### config.mk
export PLATFORM = sky130hd
export DESIGN_NAME = extent_table_first_fit_unit
export DESIGN_NICKNAME = d
export VERILOG_FILES = /design/src/design/etff_pkg.sv /design/src/design/etff_dp.sv /design/src/design/etff_ctrl.sv /design/src/design/extent_table_first_fit_unit.sv
export SDC_FILE = /design/constraint.sdc
export NUM_CORES = 2
export LEC_CHECK = 0
export ABC_AREA = 1
export BUFFER_PORTS_ARGS = -buffer_cell sky130_fd_sc_hd__clkbuf_2
export CAP_MARGIN = 5
export CORE_MARGIN = 2
export CORE_UTILIZATION = 30
export DETAILED_ROUTE_END_ITERATION = 8
export HOLD_SLACK_MARGIN = 0.15
export MAX_ROUTING_LAYER = met4
export PLACE_DENSITY = 0.43
export SYNTH_ARGS = -nofsm -noshare
export SYNTH_HDL_FRONTEND = slang
export SYNTH_SLANG_ARGS = --single-unit
### constraint.sdc
create_clock -name clk -period 5.2 [get_ports clk]
set_input_delay 1.04 -clock clk [delete_from_list [all_inputs] [get_ports clk]]
set_output_delay 1.04 -clock clk [all_outputs]
set_load 0.01 [all_outputs]
### src/design/etff_pkg.sv
// ============================================================================
// etff_pkg: shared types and constants for the extent table first-fit unit
// Holds request and result codes, field layout of the stream words and the
// command/status bundles between controller and datapath.
// ============================================================================
package etff_pkg;

    // Stream word layout
    localparam int FUNC_W     = 2;
    localparam int KEY_W      = 32;
    localparam int LEN_W      = 16;
    localparam int STATUS_W   = 2;
    localparam int OFFS_W     = 16;
    localparam int S_TDATA_W  = 56;
    localparam int M_TDATA_W  = 56;

    localparam int S_FUNC_LSB = 0;
    localparam int S_KEY_LSB  = 2;
    localparam int S_LEN_LSB  = 34;

    localparam int M_STAT_LSB = 0;
    localparam int M_OFFS_LSB = 2;
    localparam int M_GRNT_LSB = 18;
    localparam int M_USED_LSB = 34;

    // Top key byte values that mark an empty or erased slot
    localparam logic [7:0] KEY_BYTE_EMPTY  = 8'h00;
    localparam logic [7:0] KEY_BYTE_ERASED = 8'hFF;

    typedef enum logic [FUNC_W-1:0] {
        FUNC_READ   = 2'd0,
        FUNC_WRITE  = 2'd1,
        FUNC_REMOVE = 2'd2,
        FUNC_CLEAR  = 2'd3
    } func_t;

    typedef enum logic [STATUS_W-1:0] {
        ST_OK        = 2'd0,
        ST_INVALID   = 2'd1,
        ST_NOT_FOUND = 2'd2,
        ST_NO_SPACE  = 2'd3
    } status_t;

    // How the datapath fills offset and granted of a result
    typedef enum logic [1:0] {
        RES_ZERO    = 2'd0,
        RES_READ    = 2'd1,
        RES_INPLACE = 2'd2,
        RES_NEW     = 2'd3
    } res_kind_t;

    typedef struct packed {
        logic      load;       // capture the input word
        logic      match;      // compare key against every slot
        logic      select;     // encode lowest matching slot
        logic      clear_all;  // empty the table
        logic      shrink;     // rewrite length of matched slot in place
        logic      drop;       // free the matched slot
        logic      find_free;  // encode lowest free slot, reset candidate
        logic      fit_cmp;    // overlap test of candidate against all slots
        logic      fit_step;   // jump candidate past lowest overlapping extent
        logic      place;      // write new extent into free slot
        logic      set_res;    // capture result fields
        res_kind_t res_kind;
        status_t   res_status;
        logic      out_load;   // move result into output register
    } cmd_t;

    typedef struct packed {
        func_t func;
        logic  key_ok;
        logic  len_zero;
        logic  len_over;
        logic  found;
        logic  fits_in_place;
        logic  free_found;
        logic  fit_over;
        logic  fit_hit;
    } stat_t;

    function automatic logic key_live(input logic [KEY_W-1:0] k);
        logic [7:0] top;
        top = k[KEY_W-1 -: 8];
        return (top != KEY_BYTE_EMPTY) && (top != KEY_BYTE_ERASED);
    endfunction

endpackage

### src/design/etff_dp.sv
// ============================================================================
// etff_dp: extent table datapath
// Slot table, key match, free-slot and first-fit search, used-byte count and
// result/output registers, all driven by controller commands.
// ============================================================================
module etff_dp #(
    parameter int SLOTS      = 16,
    parameter int AREA_BYTES = 4096
) (
    input  logic                                clk,
    input  logic                                rst_n,
    input  logic [etff_pkg::FUNC_W-1:0]         in_func,
    input  logic [etff_pkg::KEY_W-1:0]          in_key,
    input  logic [etff_pkg::LEN_W-1:0]          in_length,
    input  etff_pkg::cmd_t                      cmd,
    output etff_pkg::stat_t                     stat,
    output logic [etff_pkg::STATUS_W-1:0]       out_status,
    output logic [etff_pkg::OFFS_W-1:0]         out_offset,
    output logic [etff_pkg::LEN_W-1:0]          out_granted,
    output logic [etff_pkg::LEN_W-1:0]          out_used
);

    localparam int IDX_W = (SLOTS > 1) ? $clog2(SLOTS) : 1;
    localparam int LW    = etff_pkg::LEN_W;
    localparam int KW    = etff_pkg::KEY_W;

    // Request
    logic [etff_pkg::FUNC_W-1:0] func_reg;
    logic [KW-1:0]               key_reg;
    logic [LW-1:0]               len_reg;

    // Slot table
    logic [KW-1:0] slot_key_reg   [SLOTS];
    logic [LW-1:0] slot_start_reg [SLOTS];
    logic [LW-1:0] slot_len_reg   [SLOTS];

    // Search state
    logic [SLOTS-1:0] match_reg;
    logic             found_reg;
    logic [IDX_W-1:0] idx_reg;
    logic             free_found_reg;
    logic [IDX_W-1:0] free_idx_reg;
    logic [LW:0]      cand_reg;
    logic [LW:0]      cand_next;
    logic [SLOTS-1:0] hit_reg;
    logic [LW-1:0]    used_reg;
    logic [LW-1:0]    used_next;

    // Result and output
    logic [etff_pkg::STATUS_W-1:0] res_status_reg;
    logic [LW-1:0]                 res_offs_reg;
    logic [LW-1:0]                 res_grnt_reg;
    logic [etff_pkg::STATUS_W-1:0] out_status_reg;
    logic [LW-1:0]                 out_offs_reg;
    logic [LW-1:0]                 out_grnt_reg;
    logic [LW-1:0]                 out_used_reg;

    // Combinational search results
    logic [SLOTS-1:0] match_vec;
    logic [SLOTS-1:0] hit_vec;
    logic             found_c;
    logic [IDX_W-1:0] found_idx_c;
    logic             free_c;
    logic [IDX_W-1:0] free_idx_c;
    logic [IDX_W-1:0] hit_idx_c;
    logic [LW-1:0]    idx_len;
    logic [LW-1:0]    idx_start;
    logic [LW+1:0]    cand_end;

    assign idx_len   = slot_len_reg[idx_reg];
    assign idx_start = slot_start_reg[idx_reg];
    assign cand_end  = {1'b0, cand_reg} + {2'b00, len_reg};

    always_comb
    begin
        for (int i = 0; i < SLOTS; i++)
        begin
            match_vec[i] = (slot_key_reg[i] == key_reg);
            hit_vec[i]   = etff_pkg::key_live(slot_key_reg[i])
                         && (cand_reg < ({1'b0, slot_start_reg[i]} + {1'b0, slot_len_reg[i]}))
                         && ({2'b00, slot_start_reg[i]} < cand_end);
        end
    end

    // Priority encoders: lowest index wins
    always_comb
    begin
        found_c     = 1'b0;
        found_idx_c = '0;
        free_c      = 1'b0;
        free_idx_c  = '0;
        hit_idx_c   = '0;
        for (int i = SLOTS - 1; i >= 0; i--)
        begin
            if (match_reg[i])
            begin
                found_c     = 1'b1;
                found_idx_c = IDX_W'(i);
            end
            if (!etff_pkg::key_live(slot_key_reg[i]))
            begin
                free_c     = 1'b1;
                free_idx_c = IDX_W'(i);
            end
            if (hit_reg[i])
            begin
                hit_idx_c = IDX_W'(i);
            end
        end
    end

    always_comb
    begin
        cand_next = cand_reg;
        if (cmd.find_free)
        begin
            cand_next = '0;
        end
        else if (cmd.fit_step)
        begin
            cand_next = {1'b0, slot_start_reg[hit_idx_c]} + {1'b0, slot_len_reg[hit_idx_c]};
        end
    end

    always_comb
    begin
        used_next = used_reg;
        if (cmd.clear_all)
        begin
            used_next = '0;
        end
        else if (cmd.shrink)
        begin
            used_next = used_reg - idx_len + len_reg;
        end
        else if (cmd.drop)
        begin
            used_next = used_reg - idx_len;
        end
        else if (cmd.place)
        begin
            used_next = used_reg + len_reg;
        end
    end

    // Status to controller
    always_comb
    begin
        stat.func          = etff_pkg::func_t'(func_reg);
        stat.key_ok        = etff_pkg::key_live(key_reg);
        stat.len_zero      = (len_reg == '0);
        stat.len_over      = (len_reg > LW'(AREA_BYTES));
        stat.found         = found_reg;
        stat.fits_in_place = (idx_len >= len_reg);
        stat.free_found    = free_found_reg;
        stat.fit_over      = (cand_end > (LW+2)'(AREA_BYTES));
        stat.fit_hit       = |hit_reg;
    end

    // Slot keys: cleared at reset and by clear table
    always_ff @(posedge clk or negedge rst_n)
    begin
        if (!rst_n)
        begin
            for (int i = 0; i < SLOTS; i++)
            begin
                slot_key_reg[i] <= '0;
            end
        end
        else if (cmd.clear_all)
        begin
            for (int i = 0; i < SLOTS; i++)
            begin
                slot_key_reg[i] <= '0;
            end
        end
        else if (cmd.drop)
        begin
            slot_key_reg[idx_reg] <= '0;
        end
        else if (cmd.place)
        begin
            slot_key_reg[free_idx_reg] <= key_reg;
        end
    end

    // Extent bounds are only looked at for live slots
    always_ff @(posedge clk)
    begin
        if (cmd.shrink)
        begin
            slot_len_reg[idx_reg] <= len_reg;
        end
        else if (cmd.place)
        begin
            slot_start_reg[free_idx_reg] <= cand_reg[LW-1:0];
            slot_len_reg[free_idx_reg]   <= len_reg;
        end
    end

    always_ff @(posedge clk or negedge rst_n)
    begin
        if (!rst_n)
        begin
            used_reg <= '0;
        end
        else
        begin
            used_reg <= used_next;
        end
    end

    always_ff @(posedge clk)
    begin
        if (cmd.load)
        begin
            func_reg <= in_func;
            key_reg  <= in_key;
            len_reg  <= in_length;
        end
        if (cmd.match)
        begin
            match_reg <= match_vec;
        end
        if (cmd.select)
        begin
            found_reg <= found_c;
            idx_reg   <= found_idx_c;
        end
        if (cmd.find_free)
        begin
            free_found_reg <= free_c;
            free_idx_reg   <= free_idx_c;
        end
        if (cmd.fit_cmp)
        begin
            hit_reg <= hit_vec;
        end
        cand_reg <= cand_next;
        if (cmd.set_res)
        begin
            res_status_reg <= cmd.res_status;
            case (cmd.res_kind)
                etff_pkg::RES_READ:
                begin
                    res_offs_reg <= idx_start;
                    res_grnt_reg <= (len_reg < idx_len) ? len_reg : idx_len;
                end
                etff_pkg::RES_INPLACE:
                begin
                    res_offs_reg <= idx_start;
                    res_grnt_reg <= len_reg;
                end
                etff_pkg::RES_NEW:
                begin
                    res_offs_reg <= cand_reg[LW-1:0];
                    res_grnt_reg <= len_reg;
                end
                default:
                begin
                    res_offs_reg <= '0;
                    res_grnt_reg <= '0;
                end
            endcase
        end
        if (cmd.out_load)
        begin
            out_status_reg <= res_status_reg;
            out_offs_reg   <= res_offs_reg;
            out_grnt_reg   <= res_grnt_reg;
            out_used_reg   <= used_reg;
        end
    end

    assign out_status  = out_status_reg;
    assign out_offset  = out_offs_reg;
    assign out_granted = out_grnt_reg;
    assign out_used    = out_used_reg;

endmodule

### src/design/etff_ctrl.sv
// ============================================================================
// etff_ctrl: extent table controller
// Sequences lookup, in-place update, drop, free-slot search and the first-fit
// loop, and owns the output valid flag.
// ============================================================================
module etff_ctrl (
    input  logic            clk,
    input  logic            rst_n,
    input  logic            s_tvalid,
    output logic            s_tready,
    output logic            m_tvalid,
    input  logic            m_tready,
    input  etff_pkg::stat_t stat,
    output etff_pkg::cmd_t  cmd
);

    typedef enum logic [2:0] {
        IDLE,
        CHECK,
        SELECT,
        DECIDE,
        FREE,
        FIT_CMP,
        FIT_SEL,
        FINISH
    } state_t;

    state_t state_reg;
    state_t state_next;
    logic   valid_reg;
    logic   valid_next;

    assign s_tready = (state_reg == IDLE);
    assign m_tvalid = valid_reg;

    always_comb
    begin
        cmd        = '0;
        state_next = state_reg;
        valid_next = valid_reg && !m_tready;
        case (state_reg)
            IDLE:
            begin
                if (s_tvalid)
                begin
                    cmd.load   = 1'b1;
                    state_next = CHECK;
                end
            end
            CHECK:
            begin
                cmd.match  = 1'b1;
                state_next = SELECT;
            end
            SELECT:
            begin
                cmd.select = 1'b1;
                state_next = DECIDE;
            end
            DECIDE:
            begin
                cmd.set_res    = 1'b1;
                cmd.res_kind   = etff_pkg::RES_ZERO;
                cmd.res_status = etff_pkg::ST_OK;
                state_next     = FINISH;
                if (stat.func == etff_pkg::FUNC_CLEAR)
                begin
                    cmd.clear_all = 1'b1;
                end
                else if (!stat.key_ok)
                begin
                    cmd.res_status = etff_pkg::ST_INVALID;
                end
                else
                begin
                    case (stat.func)
                        etff_pkg::FUNC_READ:
                        begin
                            if (stat.len_zero)
                            begin
                                cmd.res_status = etff_pkg::ST_INVALID;
                            end
                            else if (!stat.found)
                            begin
                                cmd.res_status = etff_pkg::ST_NOT_FOUND;
                            end
                            else
                            begin
                                cmd.res_kind = etff_pkg::RES_READ;
                            end
                        end
                        etff_pkg::FUNC_WRITE:
                        begin
                            if (stat.len_zero || stat.len_over)
                            begin
                                cmd.res_status = etff_pkg::ST_INVALID;
                            end
                            else if (stat.found && stat.fits_in_place)
                            begin
                                cmd.shrink   = 1'b1;
                                cmd.res_kind = etff_pkg::RES_INPLACE;
                            end
                            else
                            begin
                                cmd.set_res = 1'b0;
                                cmd.drop    = stat.found;
                                state_next  = FREE;
                            end
                        end
                        etff_pkg::FUNC_REMOVE:
                        begin
                            if (!stat.found)
                            begin
                                cmd.res_status = etff_pkg::ST_NOT_FOUND;
                            end
                            else
                            begin
                                cmd.drop = 1'b1;
                            end
                        end
                        default:
                        begin
                            cmd.set_res = 1'b1;
                        end
                    endcase
                end
            end
            FREE:
            begin
                cmd.find_free = 1'b1;
                state_next    = FIT_CMP;
            end
            FIT_CMP:
            begin
                if (!stat.free_found || stat.fit_over)
                begin
                    cmd.set_res    = 1'b1;
                    cmd.res_kind   = etff_pkg::RES_ZERO;
                    cmd.res_status = etff_pkg::ST_NO_SPACE;
                    state_next     = FINISH;
                end
                else
                begin
                    cmd.fit_cmp = 1'b1;
                    state_next  = FIT_SEL;
                end
            end
            FIT_SEL:
            begin
                if (stat.fit_hit)
                begin
                    cmd.fit_step = 1'b1;
                    state_next   = FIT_CMP;
                end
                else
                begin
                    cmd.place      = 1'b1;
                    cmd.set_res    = 1'b1;
                    cmd.res_kind   = etff_pkg::RES_NEW;
                    cmd.res_status = etff_pkg::ST_OK;
                    state_next     = FINISH;
                end
            end
            FINISH:
            begin
                // hold until the output register is free or being drained
                if (!valid_reg || m_tready)
                begin
                    cmd.out_load = 1'b1;
                    valid_next   = 1'b1;
                    state_next   = IDLE;
                end
            end
            default:
            begin
                state_next = IDLE;
            end
        endcase
    end

    always_ff @(posedge clk or negedge rst_n)
    begin
        if (!rst_n)
        begin
            state_reg <= IDLE;
            valid_reg <= 1'b0;
        end
        else
        begin
            state_reg <= state_next;
            valid_reg <= valid_next;
        end
    end

endmodule

### src/design/extent_table_first_fit_unit.sv
// ============================================================================
// extent_table_first_fit_unit: named extent table with first-fit placement
// Top level joining the controller and the datapath to the stream ports.
// ============================================================================
// Usage:
//   Slave channel (s_*) takes one request word: func, key, length. Master
//   channel (m_*) returns exactly one result word per request: status,
//   offset, granted and used_bytes (live bytes after the request).
//   A request is taken only while the unit is idle; one request is worked at
//   a time.
//   Sequence from accept to m_tvalid: read, remove, clear, in-place write
//   and any rejected request pass CHECK, SELECT, DECIDE and FINISH. Any
//   other write goes from DECIDE to FREE and the first-fit loop, which makes
//   at most SLOTS-1 jumps and leaves for FINISH from FIT_SEL when it places
//   the extent, or from FIT_CMP when no slot is free or area runs out. Each
//   jump tests the candidate against all slots in parallel (FIT_CMP), then
//   picks the lowest overlapping extent and jumps past it (FIT_SEL). The
//   next request can be taken in the cycle after the result is loaded.
//   Results sit in an output register: a request may be accepted while the
//   previous result still waits, and its result holds inside until m_tready
//   drains the register. A stalled receiver thus blocks at most one request.
//   Reset empties the table at once (all keys zero) and clears used_bytes;
//   no clearing pass is needed.
// ============================================================================
module extent_table_first_fit_unit #(
    parameter int SLOTS      = 16,
    parameter int AREA_BYTES = 4096
) (
    input  logic                             clk,
    input  logic                             rst_n,
    input  logic                             s_tvalid,
    output logic                             s_tready,
    // s_tdata fields from bit 0: func[1:0], key[33:2], length[49:34], zero pad
    input  logic [etff_pkg::S_TDATA_W-1:0]   s_tdata,
    output logic                             m_tvalid,
    input  logic                             m_tready,
    // m_tdata fields from bit 0: status[1:0], offset[17:2], granted[33:18],
    // used_bytes[49:34], zero pad
    output logic [etff_pkg::M_TDATA_W-1:0]   m_tdata
);

    etff_pkg::cmd_t  cmd;
    etff_pkg::stat_t stat;

    logic [etff_pkg::STATUS_W-1:0] res_status;
    logic [etff_pkg::OFFS_W-1:0]   res_offset;
    logic [etff_pkg::LEN_W-1:0]    res_granted;
    logic [etff_pkg::LEN_W-1:0]    res_used;

    etff_ctrl u_ctrl (
        .clk      (clk),
        .rst_n    (rst_n),
        .s_tvalid (s_tvalid),
        .s_tready (s_tready),
        .m_tvalid (m_tvalid),
        .m_tready (m_tready),
        .stat     (stat),
        .cmd      (cmd)
    );

    etff_dp #(
        .SLOTS      (SLOTS),
        .AREA_BYTES (AREA_BYTES)
    ) u_dp (
        .clk         (clk),
        .rst_n       (rst_n),
        .in_func     (s_tdata[etff_pkg::S_FUNC_LSB +: etff_pkg::FUNC_W]),
        .in_key      (s_tdata[etff_pkg::S_KEY_LSB  +: etff_pkg::KEY_W]),
        .in_length   (s_tdata[etff_pkg::S_LEN_LSB  +: etff_pkg::LEN_W]),
        .cmd         (cmd),
        .stat        (stat),
        .out_status  (res_status),
        .out_offset  (res_offset),
        .out_granted (res_granted),
        .out_used    (res_used)
    );

    // Pack result word, top bits padded with zero
    always_comb
    begin
        m_tdata = '0;
        m_tdata[etff_pkg::M_STAT_LSB +: etff_pkg::STATUS_W] = res_status;
        m_tdata[etff_pkg::M_OFFS_LSB +: etff_pkg::OFFS_W]   = res_offset;
        m_tdata[etff_pkg::M_GRNT_LSB +: etff_pkg::LEN_W]    = res_granted;
        m_tdata[etff_pkg::M_USED_LSB +: etff_pkg::LEN_W]    = res_used;
    end

endmodule

-- Word-level counts from Yosys, hierarchy flattened
Memories as Yosys holds them, arrays and structs flattened.
Cells that the tools add are included.
- $add $sub $neg: 21
- $lt $le $gt $ge: 40
- equal/unequal tests: 48
- mux-type cells: 120
- bitwise operators: 4
- reduce and logical (&&, ||, !) cells: 94
- operator list (kind ; count):
    two-way mux 512 bit ; 3
    AND 512 bit ; 1
    bitwise mux 512 bit ; 1
    == test 32 bit ; 16
    NOT 512 bit ; 1
    adder 16 x 16 -> 17 bit ; 17
    < comparator 16 x 18 -> 1 bit ; 16
    < comparator 17 bit ; 16
    demux 32 bit (select 4 bit) ; 2
    inequality test 8 bit, second input constant ; 17
    nonzero test 8 bit ; 17
    two-way mux 4 bit ; 33
    two-way mux 16 bit ; 6
    two-way mux 32 bit ; 2
    case mux 16 bit (2 select lines) ; 2
    logical AND 1 bit ; 53
    two-way mux 3 bit ; 17
    adder 16 bit ; 2
    OR reduction 16 bit ; 2
    two-way mux 1 bit ; 31
    two-way mux 2 bit ; 15
    case mux 3 bit (8 select lines) ; 1
    adder 17 x 16 -> 18 bit ; 1
    greater-than comparator 18 x 13 -> 1 bit, second input constant ; 1
    35 further kinds ; 54
- register bits: 725
- bits in writable memories: 512
- bits of input ports: 60
- output and inout port bits: 58
- memories kept: 2
- memories (memory ; depth ; width ; read ports ; clocked after Yosys merged registers in ; wr ports ; RTL line ; source):
    u_dp.slot_len_reg ; 16 ; 16 ; 18 ; 0 ; 1 ; etff_dp.sv:35 ; logic [LW-1:0] slot_len_reg [SLOTS];
    u_dp.slot_start_reg ; 16 ; 16 ; 18 ; 0 ; 1 ; etff_dp.sv:34 ; logic [LW-1:0] slot_start_reg [SLOTS];

-- Depth between registers and ports, before layout
An unclocked memory read counts as a cell.
- depth in word-level cells: 18
- gate-level depth with buffers: 40
- depth with buffers taken out: 38

-- By module
A second synthesis with hierarchy kept.
- cells, all modules: 8913
- area, all modules: 81689.6 µm²
- modules (own cells, without submodules) (module ; instances ; cells each ; area each (µm²)):
    etff_dp ; 1 ; 8810 ; 81121.6
    etff_ctrl ; 1 ; 96 ; 519.2
    extent_table_first_fit_unit ; 1 ; 7 ; 48.8

-- Worst setup path after synthesis
Ideal clock, no wire load.
- kind: register -> register
- start: reg u_dp.cand_reg[2]
- end: reg u_dp.hit_reg[0] (enable)
- arrival time: 4.381 ns
- slack: 0.409 ns
- cell stages (with the launch flop): 13
- path buffers: 0
- period minus slack after synthesis: 4.791 ns
- path through: dfxtp_1 -> ha_1 -> a21oi_1 -> nand2_1 -> a21oi_1 -> o21ai_0 -> nand3_1 -> nand3_1 -> xnor2_1 -> nand3_1 -> o21ai_0 -> nand2_1 -> nor3_1
- RTL lines (what ; RTL line ; source):
    from (decl) ; etff_dp.sv:43 ; logic [LW:0] cand_reg;
    from (signal assigned) ; etff_dp.sv:239 ; cand_reg <= cand_next;
    to (signal assigned) ; etff_dp.sv:237 ; hit_reg <= hit_vec;
    to (decl) ; etff_dp.sv:45 ; logic [SLOTS-1:0] hit_reg;

-- Worst setup path in the final report
- start: reg u_dp.idx_reg[1]
- end: reg u_dp.res_offs_reg[6], data pin
- word-level cells in the longest chain between the ends: 12
- RTL lines (what ; RTL line ; source):
    from (decl) ; etff_dp.sv:40 ; logic [IDX_W-1:0] idx_reg;
    from (signal assigned) ; etff_dp.sv:228 ; idx_reg <= found_idx_c;
    memory (16 x 16 bit) ; n/a ;
    greater-or-equal comparator 16 bit ; etff_dp.sv:154 ; stat.fits_in_place = (idx_len >= len_reg);
    logical AND 1 bit ; etff_ctrl.sv:98 ; else if (stat.found && stat.fits_in_place)
    two-way mux 2 bit ; etff_ctrl.sv:98 ;
    two-way mux 3 bit ; etff_ctrl.sv:94 ; if (stat.len_zero || stat.len_over)
    case mux 2 bit (2 select lines) ; etff_ctrl.sv:76 ; case (stat.func)
    two-way mux 3 bit ; etff_ctrl.sv:70 ; else if (!stat.key_ok)
    two-way mux 5 bit ; etff_ctrl.sv:66 ; if (stat.func == etff_pkg::FUNC_CLEAR)
    case mux 5 bit (3 select lines) ; etff_ctrl.sv:41 ; case (state_reg)
    == test 2 x 1 -> 1 bit / == test 2 bit (equally long branches) ; etff_dp.sv:243 ; case (cmd.res_kind)
    OR reduction 2 bit (no line) ; n/a ;
    case mux 16 bit (2 select lines) (*) ; etff_dp.sv:243 ;
    to (signal assigned) ; etff_dp.sv:246 ; res_offs_reg <= idx_start;
    to (signal assigned) ; etff_dp.sv:251 ; res_offs_reg <= idx_start;
    to (signal assigned) ; etff_dp.sv:256 ; res_offs_reg <= cand_reg[LW-1:0];
    to (decl) ; etff_dp.sv:51 ; logic [LW-1:0] res_offs_reg;
Every way passes the cells marked *; elsewhere a longest branch is shown, timed or not.
A chain may end at the register's enable or synchronous reset.

==> flow_metrics.env <==
export IMPL_r2r_cells=26
export IMPL_worst_path_stages=26
export IMPL_grt_antenna_before_repair=33
export IMPL_crit_start="u_dp.idx_reg[1]"
export IMPL_outcome="finished, final reports clean"
export IMPL_largest_reg_flops=512
export IMPL_root_buffer="clkbuf_16"
export IMPL_globalRoute_totalOverflow=0
export IMPL_tns_ns=0
export IMPL_rsz0062_at_grt="true"
export IMPL_skew_ns=0.0795
export IMPL_grt_pass1_wl_um=626000
export IMPL_clockBufferDepth=4
export IMPL_fmax_mhz=194
export IMPL_htree_levels=4
export IMPL_place_area_sq_um=101000
export IMPL_ff2ff_setup_slack_ns=0.05
export IMPL_vias=90700
export IMPL_port_buffers=105
export IMPL_fin_area_sq_um=107000
export IMPL_fillers=31100
export IMPL_grt_usage_pct=28.6
export IMPL_antenna_left=0
export IMPL_worstReg2RegEnd="u_dp.res_offs_reg[6]"
export IMPL_arrival_ns=5.76
export IMPL_finalNetCount=12500
export IMPL_cpMostUsedCell="buf_4"
export IMPL_clkTransAtPathRegs_ns=0.06
export IMPL_die_h_um=557
export IMPL_dieWidth_um=557
export IMPL_vdd_drop_max_v=0.000303
export IMPL_setup_viol=0
export IMPL_worstPathMaxFanout=19
export IMPL_synth_common_cells="1811 x nand2_1, 1710 x o21ai_0, 1369 x nand3_1"
export IMPL_cap_violations=0
export IMPL_syn_inst=11300
export IMPL_critPathKind="reg -> reg"
export IMPL_cp_num_buf_inv=9
export IMPL_dr_pass1_iters=6
export IMPL_io_pins=118
export IMPL_viasPerCell=5.79
export IMPL_leakage_nw=43.7
export IMPL_worst_slew_pin_slew_ns=1.28
export IMPL_finalCritPeriodShare_pct=99.0
export IMPL_ys_seq_area_share_pct=37.4
export IMPL_drc=0
export IMPL_cts_tree="done"
export IMPL_critPathRequiredTime_ns=5.81
export IMPL_area_growth_pct=17.1
export IMPL_p_total_mw=52.6
export IMPL_maxSlewViolCount=0
export IMPL_grt_pass1_vias=86000
export IMPL_core_area_sq_um=303000
export IMPL_wl_per_cell_um=28.5
export IMPL_slowest_stage="edfxtp_1"
export IMPL_timing_rr_start="u_dp.idx_reg[1]"
export IMPL_synth_top_area_share_pct=22.5
export IMPL_hpwl_um=316000
export IMPL_async_flop_share_pct=43.0
export IMPL_power_density_nw_per_um2=490
export IMPL_relSlewSlack_pct=13.9
export IMPL_start_kind="register"
export IMPL_drive_above_1_share_pct=10.7
export IMPL_yosysTopAreaCell="edfxtp_1"
export IMPL_clk_insertion_delay_late_ns=0.88
export IMPL_initial_core_util_pct=30.2
export IMPL_yosysWarnings=0
export IMPL_drt_iter0_drc=10900
export IMPL_worst_hold_slack_ns=0.332
export IMPL_synth_edf_count=688
export IMPL_period_needed_ns=5.15
export IMPL_hold_viol_final=0
export IMPL_gp_congestion=0.977
export IMPL_path_delay_family="buffers and inverters"
export IMPL_critPathMaxStageDelay_ns=0.41
export IMPL_synth_main_ff_cell="edfxtp_1"
export IMPL_clock_sinks=1237
export IMPL_cts_buffers=171
export IMPL_dieArea_sq_um=310000
export IMPL_multiInputGateArea_sq_um=52400
export IMPL_grt_max_degree=193
export IMPL_drt_wl_total_um=446000
export IMPL_synthTopCellsByArea="edfxtp_1 23%, dfrtp_1 15%, ha_1 12%"
export IMPL_end_kind="register"
export IMPL_synth_cell_types=60
export IMPL_synth_seq_cells=1237
export IMPL_placementRows=202
export IMPL_endpoint="u_dp.res_offs_reg[6]"
export IMPL_syn_area_sq_um=91600
export IMPL_synthMostInstantiatedCell="nand2_1"
export IMPL_avgSynthCellArea_sq_um=8.13
export IMPL_regArea_sq_um=34300
export IMPL_hp_class="in -> reg"
## cell families (layout without fill, tap and decap cells)
logic type	count (synthesis)	in the layout	synth area share [%]
AO/OA/AOI/OAI	3155	3155	19.2
XOR/XNOR	606	606	5.79
adder cells (fa/ha/maj)	874	874	12.1
AND/OR/NAND/NOR	3955	3970	19.2
flip-flops	1237	1237	37.4
other	1	16	0.00409
buffers and inverters	1444	1820	6.22
## power by group
part           internal (mW)  switching, mW
clock                   7.14           5.12
sequential              12.9           1.89
combinational           8.95           16.6
total                   28.9           23.6
## layout by cell type, fill, tap and decap left out, types with 117 or more instances in the layout
| cell | instances |
|---|---|
| buf_12 | 119 |
| xor2_1 | 473 |
| ha_1 | 853 |
| nand2_1 | 1803 |
| o22ai_1 | 204 |
| nor2_1 | 342 |
| o21ai_0 | 1701 |
| inv_1 | 669 |
| dfrtp_1 | 532 |
| nand4_1 | 139 |
| a21oi_1 | 584 |
| edfxtp_1 | 688 |
| nand3_1 | 1361 |
| a221oi_1 | 117 |
| xnor2_1 | 118 |
| buf_4 | 586 |
| clkbuf_16 | 176 |
## worst min-delay path by stage
stage,end,cells after the start,from,slack [ns]
2_1_floorplan,u_dp.out_granted[0],0,u_dp.res_grnt_reg[0],0.40
4_1_cts,u_dp.key_reg[18],1,s_tdata[20],0.29
3_3_place_gp,u_dp.out_offset[12],0,u_dp.res_offs_reg[12],0.40
3_5_place_dp,u_dp.out_offset[13],0,u_dp.res_offs_reg[13],0.40
5_1_grt,u_dp.key_reg[18],1,s_tdata[20],0.31
6_report,u_dp.key_reg[18],1,s_tdata[20],0.33
## per-stage QoR
| step | utilization, % | cells | setup WS (ns) |
|---|---|---|---|
| global placement | 33.4 | 15300 | -0.366 |
| detailed placement | 33.4 | 15300 | -0.371 |
| global route | 35.4 | 15700 | -0.127 |
| CTS | 35.3 | 15600 | 0.00332 |
| finish | 35.4 | 15700 | 0.0507 |
| floorplan | - | 11300 | 0.409 |
## area by class of cell
class,count,area share [%]
Antenna cell,10,0.0233
Clock buffer,225,4.43
Clock inverter,86,0.788
Inverter,696,2.47
Multi-Input combinational cell,8611,48.8
Sequential cell,1237,32.0
Tap cell,3978,4.64
Timing Repair Buffer,813,6.85
## per-layer routing
| metal | vias to the layer above | routed length [um] | GRT usage, % |
|---|---|---|---|
| met3 | 750 | 37400 | 4.68 |
| li1 | 40900 | - | - |
| met4 | 0 | 18600 | 10.8 |
| met2 | 4215 | 195000 | 42.5 |
| met1 | 44800 | 195000 | 38.7 |
| met5 | - | 0 | - |
## timing repair
| item | 4_1_cts | 5_1_grt |
|---|---|---|
| pin swaps | 10 | 16 |
| cloned | 10 | 5 |
| endpoints found under the hold margin | 7 | 0 |
| endpoints found under the setup margin | 221 | 164 |
| setup buffers | 0 | 5 |
| resized for setup | 10 | 51 |
| hold buffers | 1 | 0 |
(Power assumes the default switching activity.)
